==> config.mk <==
export PLATFORM = sky130hd
export DESIGN_NAME = rrof_nbr_unit
export DESIGN_NICKNAME = d
export VERILOG_FILES = /design/src/rtl/core/rrof_pkg.sv /design/src/rtl/core/rrof_nbr_unit.sv
export SDC_FILE = /design/constraint.sdc
export NUM_CORES = 1
export LEC_CHECK = 0
export BUFFER_PORTS_ARGS = -buffer_cell sky130_fd_sc_hd__buf_2
export CELL_PAD_IN_SITES_DETAIL_PLACEMENT = 0
export CELL_PAD_IN_SITES_GLOBAL_PLACEMENT = 1
export CORE_MARGIN = 2
export CORE_UTILIZATION = 30
export DETAILED_ROUTE_END_ITERATION = 16
export GPL_TIMING_DRIVEN = 0
export PLACE_DENSITY = 0.84
export SKIP_LAST_GASP = 1
export SYNTH_ARGS = -nofsm -noshare
export SYNTH_HDL_FRONTEND = slang
export SYNTH_SLANG_ARGS = --single-unit
==> constraint.sdc <==
create_clock -name vclk -period 7.3
set_input_delay 0.365 -clock vclk [all_inputs]
set_output_delay 0.365 -clock vclk [all_outputs]
set_load 0.02 [all_outputs]
==> src/rtl/core/rrof_pkg.sv <==
`default_nettype none

package rrof_pkg;

    localparam int DEF_MAX_COLS = 256;
    localparam int DEF_MAX_ROWS = 256;

    // wide enough for the largest grid and one step past a 256-wide row
    localparam int COORD_W = 13;
    localparam int CFG_W = 9;
    localparam int CFG_IDX_W = 1;

    localparam logic [CFG_IDX_W-1:0] CFG_GRID_WIDTH = 1'd0;
    localparam logic [CFG_IDX_W-1:0] CFG_GRID_HEIGHT = 1'd1;
    localparam logic [CFG_W-1:0] GRID_SIZE_RESET = 9'd256;

    localparam logic [1:0] MASK_VAL_OUT = 2'd0;
    localparam logic [2:0] FULL_NEIGHBOURS = 3'd4;

    typedef enum logic [1:0] {
        OP_WRITE_MASK = 2'd0,
        OP_MARK       = 2'd1,
        OP_QUERY      = 2'd2,
        OP_CLEAR      = 2'd3
    } op_t;

    typedef enum logic [1:0] {
        DIR_EAST  = 2'd0,
        DIR_WEST  = 2'd1,
        DIR_SOUTH = 2'd2,
        DIR_NORTH = 2'd3
    } dir_t;

    typedef enum logic [2:0] {
        ST_CLEAR = 3'd0,
        ST_IDLE  = 3'd1,
        ST_QUERY = 3'd2,
        ST_DRAIN = 3'd3,
        ST_DONE  = 3'd4
    } state_t;

    typedef struct packed {
        op_t        opcode;
        logic [7:0] col;
        logic [7:0] row;
        logic [1:0] mask_value;
    } in_req_t;

    typedef struct packed {
        logic       is_edge;
        logic [2:0] neighbor_count;
        logic       touches_masked_out;
    } out_res_t;

    typedef struct packed {
        logic       mask_we;
        logic [1:0] mask_wdata;
        logic       occ_we;
        logic       occ_wdata;
    } store_ctrl_t;

endpackage

`default_nettype wire

==> src/rtl/core/rrof_nbr_unit.sv <==
`default_nettype none

module rrof_nbr_unit #(
    parameter int MAX_COLS = rrof_pkg::DEF_MAX_COLS,
    parameter int MAX_ROWS = rrof_pkg::DEF_MAX_ROWS
) (
    input  wire logic [7:0]                   col,
    input  wire logic [7:0]                   row,
    input  wire rrof_pkg::dir_t               dir,
    input  wire logic                         centre,
    input  wire logic [rrof_pkg::COORD_W-1:0] eff_w,
    input  wire logic [rrof_pkg::COORD_W-1:0] eff_h,
    output logic                              valid,
    output logic [$clog2(MAX_COLS)+$clog2(MAX_ROWS)-1:0] addr
);
    import rrof_pkg::*;

    localparam int CW = $clog2(MAX_COLS);
    localparam int RW = $clog2(MAX_ROWS);

    logic [COORD_W-1:0] c;
    logic [COORD_W-1:0] r;
    logic [COORD_W-1:0] nc;
    logic [COORD_W-1:0] nr;
    logic               under;

    assign c = {{(COORD_W-8){1'b0}}, col};
    assign r = {{(COORD_W-8){1'b0}}, row};

    always_comb
    begin
        nc = c;
        nr = r;
        under = 1'b0;
        if (!centre)
        begin
            case (dir)
                DIR_EAST:
                begin
                    nc = c + COORD_W'(1);
                end
                DIR_WEST:
                begin
                    nc = c - COORD_W'(1);
                    under = (col == 8'd0);
                end
                DIR_SOUTH:
                begin
                    nr = r + COORD_W'(1);
                end
                DIR_NORTH:
                begin
                    nr = r - COORD_W'(1);
                    under = (row == 8'd0);
                end
                default:
                begin
                    under = 1'b1;
                end
            endcase
        end
    end

    assign valid = !under && (nc < eff_w) && (nr < eff_h);
    assign addr = {nr[RW-1:0], nc[CW-1:0]};

endmodule

`default_nettype wire

==> run_results.csv, run 1 <==
group,metric,value,unit
critical_path,start_kind,"primary input",
detailed_routing,drt_iter0_drc,23,
layout,fin_nets,317,
floorplanning,fp-row-count,23,
placed_design,globalplace.congestion,0.810,
layout,synthToLayoutAreaGrowth,30.0,%
sta,period_share,0.498,
min_path,min_from,"row[4]",
critical_path,worstSetupPathType,"primary input to output pin",
logic_synthesis,synth_top_family_by_area,"simple AND/OR/NAND/NOR gates",
logic_synthesis,synthTopCellsByCount,"29 x ha_1, 29 x inv_1, 17 x nand2_1, 13 x a21oi_1, 12 x nor2_1",
pwr,pwr-share-comb,1.000,
layout,stdcell_area,1590,sq um
logic_synthesis,synth_cell_types,39,
critical_path,cp.arrival,3.27,ns
critical_path,crit_required,6.93,ns
logic_synthesis,syn_area,1220,sq um
sta,setup-tns-final,0,ns
detailed_routing,avgRoutedWirePerCell,10.8,um
logic_synthesis,synth_xor_area_frac,0.114,
floorplanning,core,3970,sq um
logic_synthesis,syn_avg_cell_area,6.81,sq um
detailed_routing,vias_per_cell,4.71,
logic_synthesis,ys_seq_area_frac,0,
min_path,holdPathEnd,"addr[12]",
layout,design.seq.count,0,
sta,fmax,0.275,GHz
clock_network,ctsHoldBuffers,0,
logic_synthesis,synth_area_leaders,"ha_1 30%, inv_1 8.9%, xor2_1 6.4%",
grt,grt_pass1_vias,1231,
grt,gr-total-overflow,0,
logic_synthesis,yosys.area.top_type,"ha_1",
floorplanning,die_area,4610,sq um
sta,finalSetupViolCount,0,
pwr,cellInternalPower,0.0320,mW
logic_synthesis,syn_inst,180,
floorplanning,start_util,0.308,
pwr,p_leak,0.880,nW
layout,n_clock_buffer,0,
placed_design,dpl_cell_area,1590,sq um
logic_synthesis,synth_mux_area_frac,0.00817,
sta,hold_viol_final,0,
pwr,pwr-share-seq,0,
sta,finalMaxSlewViolations,0,
critical_path,critPathMaxFanout,4,
floorplanning,ios,62,
sta,rsz0062_at_grt,"false",
clock_network,cts-resized-gates,0,
critical_path,cp-startpoint,"row[4]",
layout,seqCellArea,0,sq um
logic_synthesis,ys.warnings.count,0,
status,status,"complete, no violations",
floorplanning,die_w,67.9,um
detailed_routing,wl,3140,um
detailed_routing,via_count,1372,
pwr,swShare,0.579,
pwr,ir_drop,0.0204,mV
logic_synthesis,synth_fa_ha_area_frac,0.296,
min_path,min-delay-path-class,"primary input to output pin",
flow_run,maxCapViolCount,0,
critical_path,critPathCaptureType,"output pin",
layout,diodes,0,
pwr,p_switching,0.0440,mW
grt,antenna_found_initial,0,
placed_design,hpwl,2780,um
sta,worst_pin_slew,0.846,ns
placed_design,io_buffers,61,
detailed_routing,drc,0,
grt,grt_max_degree,11,
pwr,cellPowerDensity,47.7,nW/um^2
logic_synthesis,synth-compound-area-share,0.175,
detailed_routing,first_pass_iters,4,
min_path,holdPathStages,3,
pwr,p_clk_frac,0,
clock_network,cts_setup_buffers,0,
sta,maxSlewHeadroom,0.431,
sta,period_needed,3.64,ns
grt,grt_pass1_wl,5210,um
grt,grt.total_usage,0.138,
logic_synthesis,synth_top_area_frac,0.296,
layout,drive_above_1_share,0.282,
logic_synthesis,synthSimpleGateAreaFrac,0.303,
logic_synthesis,synth_fp_nets,254,
floorplanning,die_h,67.9,um
detailed_routing,final_antenna_net_count,0,
[stage by stage]
step | cells | utilization | power, mW | hold WS [ns] | setup slack [ns]
2_1_floorplan | 180 | - | 0.0454 | 0.872 | 3.77
3_3_place_gp | 291 | 0.401 | 0.0759 | 1.09 | 3.71
3_5_place_dp | 291 | 0.401 | 0.0765 | 1.08 | 3.71
4_1_cts | 291 | 0.401 | 0.0770 | 1.08 | 3.71
5_1_grt | 291 | 0.401 | 0.0870 | 1.10 | 3.36
6_report | 291 | 0.401 | 0.0760 | 1.08 | 3.66
[layer usage]
layer  wire length (um)  up-vias  GRT usage
li1                   -      758          -
met1               1590      579      0.203
met2               1400       33      0.235
met3                126        2    0.00164
met4                 14        0    0.00750
met5                  0        -          0
[cells by family after synthesis]
group	after synthesis
AOI/OAI and AO/OA	35
xor gates and xnor gates	16
adders and majority gates	29
buffers and inverters	33
muxes	1
and+or+nand+nor	66
[how the worst max path moves through the flow]
stage | end | slack (ns) | cells past startpoint
global placement | valid | 3.71 | 11
CTS | valid | 3.71 | 11
detailed placement | valid | 3.71 | 11
floorplan | valid | 3.77 | 11
finish | valid | 3.66 | 11
global route | valid | 3.36 | 11
[layout make-up]
class / count / area [sq um]
plain buffers: 4 / 17.5
fillers: 463 / 2380
inverters: 29 / 109
multi-input cells: 147 / 1100
well taps: 50 / 62.6
repair buffers: 61 / 305
[power groups by stage]
stage	logic, mW	registers [mW]	clock network [mW]
after floorplan	0.0454	0	0
after global placement	0.0759	0	0
after detailed placement	0.0765	0	0
after CTS	0.0770	0	0
after global routing	0.0870	0	0
final	0.0760	0	0
[placed cells by master (no fill, tap or decap), drive strengths merged, types with 2 or more instances in the layout]
cell	instances
and3b	2
xnor2	7
nand4b	3
buf	63
nor3	7
a41oi	2
clkbuf	2
o21ai	10
nand2b	4
nand4	5
nand2	17
ha	29
xor2	9
inv	29
and3	3
nor2	13
a21oi	14
a211oi	2
nand3	4
[worst max-delay path, cell delays in order]
cell	delay, ns
buf_2	0.12
or4b_4	0.57
nor3_4	0.16
nand2_1	0.09
nor3_1	0.38
ha_1	0.33
and4_1	0.23
a2111oi_0	0.41
nand4b_1	0.15
nor3_1	0.26
buf_2	0.21
No activity file was read; power rests on OpenSTA's default activity.
==> run 2, diff against run 1 <==
Settings changed: CORE_UTILIZATION 30 to 29, PLACE_DENSITY 0.84 to 0.85.
Clock period 7.3 ns to 3.2 ns, I/O delays scaled along.
==> run 2 against run 1 <==
  * First-iteration DRC count increased by 48%
  * Core utilization rose by 0.079 points
  * Wire length up 3.3%
  * Critical path depth rose by 2
  * Power grew 130%
  * Clock-buffer cell count is the same
  * Worst setup slack worse by 3.5 ns
  * Via count rose by 0.80%
  * Final cell count unchanged
  * Cell area is 1.6% higher
  * Worst hold slack got worse by 0.41 ns
  * Sequential share of layout area stayed put
  * Critical path type unchanged
  * Critical endpoint unchanged
  * Largest cell class unchanged
  * Largest power group unchanged
==> run_results.csv, run 2 (same netlist as run 1, synthesis figures left out) <==
group,metric,value,unit
layout,synthToLayoutAreaGrowth,32.2,%
flow_run,maxCapViolCount,0,
detailed_routing,final_antenna_net_count,0,
sta,finalMaxSlewViolations,0,
pwr,total_power,0.176,mW
pwr,p_clk_frac,0,
critical_path,path_cells,"buf_2 > or4b_4 > nor3_4 > nand2_1 > o22a_1 > nor2_1 > ha_1 > a21oi_1 > o21ai_1 > a2111oi_2 > nand4b_1 > nor3_1 > buf_2",
critical_path,critPathCaptureType,"output pin",
layout,n_clock_buffer,0,
critical_path,start_kind,"primary input",
clock_network,ctsHoldBuffers,0,
grt,grt_pass1_vias,1224,
grt,grt_max_degree,11,
sta,finalSetupViolCount,0,
sta,hold_viol_final,0,
pwr,pwr-share-comb,1.000,
critical_path,crit_required,3.04,ns
layout,design.seq.count,0,
pwr,pwr-share-seq,0,
pwr,cellPowerDensity,108,nW/um^2
detailed_routing,vias_per_cell,4.75,
critical_path,worstSetupPathType,"primary input to output pin",
critical_path,slowest_delay,0.57,ns
placed_design,globalplace.congestion,0.793,
critical_path,cp-startpoint,"row[4]",
sta,maxSlewHeadroom,0.755,
clock_network,cts_setup_buffers,0,
pwr,swShare,0.583,
floorplanning,core,4030,sq um
layout,n_fill_cell,463,
floorplanning,die_w,69.0,um
floorplanning,start_util,0.304,
grt,grt.total_usage,0.130,
detailed_routing,first_pass_iters,4,
grt,gr-total-overflow,0,
layout,diodes,0,
status,status,"complete, no violations",
detailed_routing,via_count,1383,
critical_path,crit_top_cell,"buf_2",
pwr,ir_drop,0.0321,mV
layout,seqCellArea,0,sq um
min_path,min_from,"row[3]",
detailed_routing,drc,0,
sta,finalWorstSetupSlack,0.192,ns
min_path,min-delay-path-class,"primary input to output pin",
pwr,p_switching,0.102,mW
layout,fin_nets,317,
detailed_routing,wl,3240,um
floorplanning,die_area,4760,sq um
detailed_routing,drt_iter0_drc,34,
critical_path,path_buf_inv,2,
pwr,p_leak,0.888,nW
critical_path,critPathMaxFanout,4,
floorplanning,die_h,69.0,um
clock_network,cts-resized-gates,0,
layout,mostFrequentLayoutCells,"63 x buf_2, 29 x inv_1, 29 x ha_1, 17 x nand2_1, 13 x a21oi_1",
critical_path,cpMaxStageDelayCell,"or4b_4",
sta,period_needed,3.01,ns
layout,post-route-util,0.402,
layout,layout_commonest_cell,"buf_2",
placed_design,dpl_worst_slack,0.0222,ns
floorplanning,ios,62,
detailed_routing,avgRoutedWirePerCell,11.1,um
sta,worst_pin_slew,0.365,ns
grt,antenna_found_initial,0,
placed_design,io_buffers,61,
pwr,cellInternalPower,0.0732,mW
layout,drive_above_1_share,0.295,
sta,period_share,0.940,
floorplanning,fp-row-count,23,
critical_path,cp.arrival,2.85,ns
grt,grt_pass1_wl,5010,um
critical_path,crit_family,"simple AND/OR/NAND/NOR gates",
sta,fmax,0.333,GHz
placed_design,hpwl,2840,um
run 2: changes by cell type in the layout (fill, tap and decap cells not counted):
cell	delta
nor4_1	-1
a2111oi_0	-1
nor3_1	-1
a2111oi_2	+1
nor4_4	+1
nor3_2	+1
run 2: power groups by stage:
stage,Sequential (mW),Combinational [mW],Clock (mW)
finish,0,0.176,0
detailed placement,0,0.175,0
global route,0,0.200,0
CTS,0,0.175,0
floorplan,0,0.104,0
global placement,0,0.173,0
run 2: routing by layer:
| metal | wire (um) | global-route usage | share of wire |
|---|---|---|---|
| met5 | 0 | 0 | 0 |
| met3 | 74 | 0 | 0.023 |
| met1 | 1570 | 0.175 | 0.49 |
| met4 | 0 | 0 | 0 |
| met2 | 1590 | 0.246 | 0.49 |
run 2: per-stage QoR:
stage | instance area (sq um) | hold WS, ns | TNS, ns | std cells
after floorplan | 1220 | 0.462 | 0 | 180
after global placement | 1590 | 0.674 | 0 | 291
after detailed placement | 1590 | 0.671 | 0 | 291
after CTS | 1590 | 0.672 | 0 | 291
after global routing | 1620 | 0.704 | -0.0135 | 291
final | 1620 | 0.673 | 0 | 291
run 2: cell type report:
class / count / area (sq um) / share of cell area
multi-input cells: 147 / 1120 / 0.695
plain buffers: 4 / 17.5 / 0.0108
inverters: 29 / 109 / 0.0672
repair buffers: 61 / 305 / 0.189
well taps: 50 / 62.6 / 0.0386
run 2: path summary, 6_finish.rpt:
path,to,depth (start not counted)
setup / recovery,valid,13
hold / removal,addr[11],3
